## config.mk

```make
export PLATFORM = sky130hd
export DESIGN_NAME = rope_div
export DESIGN_NICKNAME = d
export VERILOG_FILES = /design/src/rtl/core/rope_pkg.sv /design/src/rtl/core/rope_div.sv
export SDC_FILE = /design/constraint.sdc
export NUM_CORES = 1
export LEC_CHECK = 0
export BUFFER_PORTS_ARGS = -buffer_cell sky130_fd_sc_hd__buf_2
export CORE_ASPECT_RATIO = 1.4
export CORE_UTILIZATION = 39
export DETAILED_ROUTE_END_ITERATION = 6
export GPL_TIMING_DRIVEN = 1
export HOLD_SLACK_MARGIN = 0.1
export PLACE_DENSITY = 0.59
export SLEW_MARGIN = 0
export SYNTH_ARGS = -nofsm -noshare
export SYNTH_HDL_FRONTEND = slang
export SYNTH_SLANG_ARGS = --single-unit
```

## constraint.sdc

```tcl
create_clock -name clk -period 16.18 [get_ports clk]
set_input_delay 4.045 -clock clk [delete_from_list [all_inputs] [get_ports clk]]
set_output_delay 4.045 -clock clk [all_outputs]
set_load 0.03 [all_outputs]
```

## src/rtl/core/rope_pkg.sv

```systemverilog
package rope_pkg;

    typedef struct packed {
        logic [19:0]        position;
        logic [6:0]         pair_index;
        logic signed [31:0] first_value;
        logic signed [31:0] second_value;
        logic               tensor_end;
    } rope_in_t;

    typedef struct packed {
        logic signed [31:0] rotated_first;
        logic signed [31:0] rotated_second;
        logic               end_of_tensor;
    } rope_out_t;

    // configuration register indexes
    localparam logic [1:0] REG_LOG2_THETA = 2'd0;
    localparam logic [1:0] REG_HEAD_DIM   = 2'd1;

    localparam logic [23:0] LOG2_THETA_RESET = 24'd870823;
    localparam logic [8:0]  HEAD_DIM_RESET   = 9'd128;

    // pipeline depths of the units
    localparam int DIV_STAGES    = 4;
    localparam int EXP_STAGES    = 16;
    localparam int MOD_STAGES    = 5;
    localparam int MOD_STEPS     = 4;
    localparam int CORDIC_STAGES = 12;
    localparam int CORDIC_STEPS  = 24;

    // angle and CORDIC datapath widths
    localparam int CW = 34;
    localparam int MW = 53;

    localparam logic [32:0] Q30_TWO_PI  = 33'd6746518852;
    localparam logic [32:0] Q30_PI      = 33'd3373259426;
    localparam logic [32:0] Q30_HALF_PI = 33'd1686629713;
    localparam logic [31:0] Q30_GAIN    = 32'd652032874;

    typedef logic [31:0] atan_tab_t [CORDIC_STEPS];

    localparam atan_tab_t ATAN_Q30 = '{
        32'h3243F6A8, 32'h1DAC6705, 32'h0FADBAFC, 32'h07F56EA6, 32'h03FEAB76,
        32'h01FFD55B, 32'h00FFFAAA, 32'h007FFF55, 32'h003FFFEA, 32'h001FFFFD,
        32'h000FFFFF, 32'h0007FFFF, 32'h0003FFFF, 32'h0001FFFF, 32'h0000FFFF,
        32'h00007FFF, 32'h00003FFF, 32'h00001FFF, 32'h00000FFF, 32'h000007FF,
        32'h000003FF, 32'h000001FF, 32'h000000FF, 32'h0000007F
    };

    typedef logic [31:0] exp_fac_t [EXP_STAGES];

    function automatic logic [63:0] isqrt64(input logic [63:0] n_in);
        logic [63:0] n;
        logic [63:0] res;
        logic [63:0] bitv;
        n    = n_in;
        res  = '0;
        bitv = 64'd1 << 62;
        for (int i = 0; i < 32; i++)
        begin
            if (n >= res + bitv)
            begin
                n   = n - (res + bitv);
                res = (res >> 1) + bitv;
            end
            else
            begin
                res = res >> 1;
            end
            bitv = bitv >> 2;
        end
        return res;
    endfunction

    // factors 2^(-2^-k) in Q0.32, k = 1..16, by repeated square root
    function automatic exp_fac_t exp_factors();
        exp_fac_t    fac;
        logic [63:0] c;
        c = 64'd1 << 31;
        for (int k = 0; k < EXP_STAGES; k++)
        begin
            c      = isqrt64(c << 32);
            fac[k] = c[31:0];
        end
        return fac;
    endfunction

    localparam exp_fac_t EXP_FAC = exp_factors();

endpackage

```

## src/rtl/core/rope_div.sv

```systemverilog
module rope_div (
    input  logic        clk,
    input  logic        rst_n,
    input  logic        in_valid,
    input  logic [31:0] num,
    input  logic [8:0]  den,
    output logic        out_valid,
    output logic [31:0] quot
);

    localparam int ST    = rope_pkg::DIV_STAGES;
    localparam int STEPS = 32 / ST;

    logic [31:0] num_reg  [ST];
    logic [8:0]  rem_reg  [ST];
    logic [ST-1:0] valid_reg;
    logic [31:0] num_next [ST];
    logic [8:0]  rem_next [ST];

    // restoring division, quotient bits shift in where numerator bits leave
    always_comb
    begin
        logic [31:0] n;
        logic [8:0]  r;
        logic [9:0]  tr;
        for (int s = 0; s < ST; s++)
        begin
            if (s == 0)
            begin
                n = num;
                r = '0;
            end
            else
            begin
                n = num_reg[s-1];
                r = rem_reg[s-1];
            end
            for (int k = 0; k < STEPS; k++)
            begin
                tr = {r, n[31]};
                if (tr >= {1'b0, den})
                begin
                    tr = tr - {1'b0, den};
                    n  = {n[30:0], 1'b1};
                end
                else
                begin
                    n = {n[30:0], 1'b0};
                end
                r = tr[8:0];
            end
            num_next[s] = n;
            rem_next[s] = r;
        end
    end

    always_ff @(posedge clk or negedge rst_n)
    begin
        if (!rst_n)
        begin
            valid_reg <= '0;
        end
        else
        begin
            valid_reg <= {valid_reg[ST-2:0], in_valid};
        end
    end

    always_ff @(posedge clk)
    begin
        for (int s = 0; s < ST; s++)
        begin
            num_reg[s] <= num_next[s];
            rem_reg[s] <= rem_next[s];
        end
    end

    assign out_valid = valid_reg[ST-1];
    assign quot      = num_reg[ST-1];

endmodule

```

==> results of run 1 <==
[area by class of cell]
class	count	area (um^2)	area share [%]
inverters	170	683	2.35
flip-flops and latches	159	3200	11.0
multi-input cells	1761	16200	55.9
repair buffers	1007	7590	26.1
clock buffers	18	429	1.48
well taps	617	772	2.66
clock inverters	14	128	0.440
[routing by layer]
layer	routed length, um	global-route usage [%]	vias up	part of all wire [%]
li1	-	-	9737	-
met1	24500	27.1	9442	37
met2	35300	52.8	487	54
met3	1990	3.71	223	3.0
met4	4060	17.1	0	6.2
met5	0	0	-	0
[critical path: cells and delay by family]
family                   cells  cell delay, ns
multiplexers                11            3.11
buffers and inverters       10            1.08
AND/OR/NAND/NOR             11            1.47
AO/OA/AOI/OAI               33            6.63
adder cells (fa/ha/maj)      9            2.49
[cells in the mapped netlist, types with 29 or more instances]
cell type  count  share of area (%)
mux2_2       106                6.6
nor3_1        39                1.1
dfxtp_1      155                 17
a21o_1        89                3.7
a21oi_1      173                4.8
ha_1         281                 19
o21ai_0      105                2.9
nor2b_1       41                1.4
xor2_1        65                3.1
fa_1          30                3.3
mux2i_1       44                2.4
nand2b_1      29                1.0
nand2_1      100                2.1
nor2_1       147                3.0
inv_1        152                3.1
xnor2_1      119                5.7
nand4_1       48                1.7
[logic make-up (layout without fill, tap and decap cells)]
family | Yosys count | after routing
AOI/OAI and AO/OA | 580 | 582
and+or+nand+nor | 510 | 510
adders and majority gates | 311 | 311
buffers and inverters | 187 | 1209
xor gates and xnor gates | 184 | 184
muxes | 174 | 174
DFF | 159 | 159
[per-stage QoR]
stage | cell area, um^2 | hold WS (ns) | worst slack [ns] | setup TNS (ns) | std cells
6_report | 29000 | 0.322 | -2.31 | -61.31 | 3746
5_1_grt | 29000 | 0.326 | -2.96 | -84.18 | 3746
4_1_cts | 28000 | 0.323 | -2.39 | -59.22 | 3690
3_5_place_dp | 25800 | 0.312 | -3.87 | -99.89 | 3567
3_3_place_gp | 25800 | 0.310 | -3.77 | -91.37 | 3567
2_1_floorplan | 18800 | 0.310 | -3.28 | -95.33 | 2105
[worst paths after layout]
kind	startpoint	end	slack, ns	cells past startpoint
worst max-delay path	den[0]	rem_reg[1][2]$_DFF_P_	-2.31	74
worst min-delay path	num_reg[0][20]$_DFF_P_	num_reg[1][28]$_DFF_P_	0.32	0
worst max register to register	num_reg[0][31]$_DFF_P_	rem_reg[1][2]$_DFF_P_	1.11	72
worst min register to register	num_reg[0][20]$_DFF_P_	num_reg[1][28]$_DFF_P_	0.32	0
max in group asynchronous	rst_n	valid_reg[1]$_DFF_PN0_	12.72	1
min in group asynchronous	rst_n	valid_reg[3]$_DFF_PN0_	3.35	1
[timing repair]
item,in CTS,in global routing
gates cloned,5,0
pin swaps,96,137
resized for setup,186,133
buffers inserted,86,60
setup endpoints to repair,34,35
hold buffers,0,0
==> flow_summary.json, run 1 <==
{
  "rsz0062_at_grt": "yes",
  "finalHoldViolations": 0,
  "die_h_um": 257,
  "cap_viol_max_count": 0,
  "period_share_pct": 114,
  "synth_cells": 2105,
  "max_freq_mhz": 54.1,
  "numPortBuffers": 76,
  "grt_overflow": 0,
  "drive_above_1_share_pct": 47.7,
  "clk_latency_ns": 0.49,
  "drt_first_pass_iters": 6,
  "grtUsageTotal_pct": 27.4,
  "synth-xor-area-share_pct": 8.87,
  "synth.net_count": 2460,
  "layout_commonest_cell": "buf_4",
  "hpwl_mm": 49.7,
  "critical_path_class": "in -> reg",
  "finalClockSkew_ns": 0.0160,
  "ys_types": 98,
  "grt_pass1_wl_mm": 102,
  "yosys_warnings": 0,
  "routed_wl_mm": 65.9,
  "syn_area_um2": 18200,
  "worst_slew_pin_slew_ns": 0.614,
  "antenna_cells": 0,
  "setup_viol": 33,
  "cp.required_ns": 16.55,
  "layout_common_cells": "buf_4, ha_1, dfxtp_1",
  "end_kind": "register",
  "grt_start_max_net_pins": 25,
  "numCtsBuffers": 17,
  "cts.htree.levels": 4,
  "fillers": 3772,
  "start_util_pct": 39.5,
  "route.detailed.drc": 0,
  "synth_top_family_by_area": "adder cells",
  "crit_arrival_ns": 18.87,
  "core_um2": 46000,
  "final_max_slew_viol_count": 0,
  "row_count": 93,
  "startpoint_type": "input port",
  "seq_area_frac_synth_pct": 17.6,
  "synth_enable_flop_cells": 0,
  "grt_pass1_vias": 20900,
  "clock_path_buffers": 2,
  "fin_nets": 3471,
  "cts_tree": "built",
  "area_delta_synth_final_pct": 59.8,
  "vias": 19900,
  "avgSynthCellArea_um2": 8.63,
  "largest_reg_flops": 128,
  "synth-seq-cells": 159,
  "synthArstFlopShare_pct": 2.52,
  "fin_util_pct": 63.2,
  "die_area_um2": 47500,
  "cp_slowest_cell": "fa_2",
  "antenna_left": 0,
  "path_clk_slew_ns": 0.08,
  "die_w_um": 184,
  "status": "finished with violations",
  "synth-compound-area-share_pct": 21.3,
  "vias_per_cell": 5.31,
  "finalCriticalPeriod_ns": 18.49,
  "hp-class": "reg -> reg",
  "cp_max_fo": 6,
  "drt_iter0_markers": 835,
  "root_buffer": "clkbuf_16",
  "violations": "negative setup slack",
  "synthMuxAreaShare_pct": 11.1,
  "max-slew-margin-rel_pct": 59.1,
  "place_congestion": 0.963,
  "synthFlopType": "dfxtp_1",
  "boundaryPins": 77,
  "max_stage_delay_ns": 0.39,
  "wl_per_cell_um": 17.6,
  "synth_adder_area_share_pct": 22.7,
  "yosys.area_share.simple_pct": 14.3,
  "cts.sinks": 159,
  "antenna_found_initial": 0,
  "setup_ws_ns": -2.31
}
Power of run 1 is left out: the tool's default activity adds up to more than one toggle a clock period on the data nets, which glitch-free logic cannot reach.
==> run 2, diff against run 1 <==
--- a/config.mk
+++ b/config.mk
@@ -11,7 +11,7 @@
 export DETAILED_ROUTE_END_ITERATION = 6
 export GPL_TIMING_DRIVEN = 1
 export HOLD_SLACK_MARGIN = 0.1
-export PLACE_DENSITY = 0.59
+export PLACE_DENSITY = 0.57
 export SLEW_MARGIN = 0
 export SYNTH_ARGS = -nofsm -noshare
 export SYNTH_HDL_FRONTEND = slang
==> constraint.sdc (replaced) <==
create_clock -name clk -period 23.8 [get_ports clk]
set_input_delay 5.95 -clock clk [delete_from_list [all_inputs] [get_ports clk]]
set_output_delay 5.95 -clock clk [all_outputs]
set_load 0.03 [all_outputs]
==> run 2 against run 1 <==
Compared with the run above: the flow now finishes without violations; register-to-register slack improved by 5.3 ns; worst hold slack improved by 0.0050 ns; final cell count decreased by 23%; flip-flop and latch count unchanged; routed wire length decreased by 21%; global-route usage decreased by 5.3 points; via count decreased by 19%; critical path depth increased by 1; clock skew decreased by 0.00076 ns; design area decreased by 29%; critical path type unchanged; critical endpoint is now rem_reg[1][7]$_DFF_P_; largest cell class unchanged; highest routed layer is now met5.
==> flow_summary.json, run 2 (synthesized netlist as in run 1, its figures left out) <==
{
  "status": "complete, no violations",
  "grt_start_max_net_pins": 24,
  "core_um2": 46000,
  "cap_viol_max_count": 0,
  "path_clk_slew_ns": 0.07,
  "vias_per_cell": 5.56,
  "final_max_slew_viol_count": 0,
  "grt_overflow": 0,
  "antenna_found_initial": 1,
  "grt_pass1_vias": 16400,
  "antenna_left": 0,
  "route.detailed.drc": 0,
  "crit_top_cell": "a21o_1",
  "critPathBufInv": 11,
  "worst_slew_pin_slew_ns": 0.609,
  "period_share_pct": 95.5,
  "boundaryPins": 77,
  "root_buffer": "clkbuf_16",
  "die_w_um": 184,
  "die_h_um": 257,
  "cts_tree": "built",
  "routed_wl_mm": 52.1,
  "startpoint_type": "input port",
  "numCtsBuffers": 17,
  "wl_per_cell_um": 18.0,
  "max_stage_delay_ns": 0.46,
  "drive_above_1_share_pct": 18.1,
  "worstReg2RegEnd": "rem_reg[1][7]$_DFF_P_",
  "cp_max_fo": 10,
  "grtUsageTotal_pct": 22.1,
  "die_area_um2": 47500,
  "critical_path_class": "in -> reg",
  "post-place-ws_ns": -0.393,
  "finalCriticalPeriod_ns": 22.73,
  "start_util_pct": 39.5,
  "holdPathStages": 0,
  "clock_path_buffers": 2,
  "grt_pass1_wl_mm": 83.0,
  "drt_first_pass_iters": 6,
  "r2r-start": "num_reg[0][31]$_DFF_P_",
  "numPortBuffers": 76,
  "layout_common_cells": "ha_1, a21oi_1, dfxtp_1",
  "row_count": 93,
  "drt_iter0_markers": 754,
  "setup_ws_ns": 1.07,
  "critical_path.top_delay_family": "compound AO/OA/AOI/OAI gates",
  "cts.sinks": 159,
  "ctsHoldBuffers": 0,
  "vias": 16100,
  "layout_commonest_cell": "ha_1",
  "max-slew-margin-rel_pct": 58.6,
  "largest_reg_flops": 128,
  "max_freq_mhz": 44.0,
  "place_congestion": 0.918,
  "cp_slowest_cell": "a221o_1",
  "fin_nets": 2615,
  "reg2reg_slack_ns": 6.42,
  "antenna_cells": 0,
  "fillers": 4553,
  "clk_latency_ns": 0.47,
  "worstHoldEndpoint": "num_reg[2][16]$_DFF_P_",
  "cp.required_ns": 24.14,
  "crit_arrival_ns": 23.08,
  "end_kind": "register",
  "hp-class": "reg -> reg",
  "cts.htree.levels": 4,
  "hpwl_mm": 41.6,
  "min_from": "num_reg[1][8]$_DFF_P_",
  "finalHoldViolations": 0,
  "area_delta_synth_final_pct": 13.3,
  "setup_viol": 0,
  "finalClockSkew_ns": 0.0153,
  "reg2reg_depth": 75
}
==> run 2: cell types whose count changed in the layout (fill, tap and decap cells not counted), sizes merged <==
cell	previous run	this run
clkinvlp	2	4
o211ai	17	16
clkbuf	19	18
o221ai	9	8
clkinv	11	7
buf	1006	151
mux2i	49	50
bufinv	0	1
inv	171	173
==> run 2: worst max-delay path by stage <==
stage	to	depth (start not counted)	slack, ns	startpoint
floorplan	rem_reg[2][1]$_DFF_P_	75	1.11	den[1]
global route	rem_reg[0][5]$_DFF_P_	77	-0.04	den[0]
CTS	rem_reg[0][7]$_DFF_P_	74	0.04	den[0]
detailed placement	rem_reg[0][7]$_DFF_P_	74	-0.39	den[0]
finish	rem_reg[1][7]$_DFF_P_	75	1.07	den[0]
global placement	rem_reg[0][5]$_DFF_P_	74	-0.36	den[0]
==> run 2: what timing repair did <==
item | 4_1_cts | 5_1_grt
resized for setup | 0 | 39
setup endpoints to repair | 0 | 31
setup buffers | 0 | 13
==> run 2: area by class of cell <==
cell class | count | area (um^2) | area share [%]
inverters | 170 | 656 | 3.19
multi-input cells | 1760 | 14400 | 69.9
flip-flops and latches | 159 | 3200 | 15.6
clock inverters | 15 | 164 | 0.796
clock buffers | 17 | 425 | 2.07
well taps | 617 | 772 | 3.75
repair buffers | 152 | 970 | 4.71
==> run 2: per-stage QoR <==
| step | util [%] | area [um^2] | hold slack (ns) | cells | setup TNS, ns |
|---|---|---|---|---|---|
| 6_report | 44.8 | 20600 | 0.327 | 2890 | 0 |
| 5_1_grt | 44.8 | 20600 | 0.330 | 2890 | -0.134 |
| 4_1_cts | 44.1 | 20300 | 0.328 | 2876 | 0 |
| 3_5_place_dp | 42.8 | 19700 | 0.312 | 2844 | -4.29 |
| 3_3_place_gp | 42.8 | 19700 | 0.310 | 2844 | -3.18 |
| 2_1_floorplan | - | 18200 | 0.310 | 2105 | 0 |
==> run 2: metal layers <==
layer  part of all wire (%)  up-vias  track usage, %
li1                       -     8002               -
met1                     42     7568            25.4
met2                     50      381            40.3
met3                    3.3      126            2.56
met4                    4.1        2            10.3
met5                  0.025        -               0
Power of run 2 is left out for the same reason.
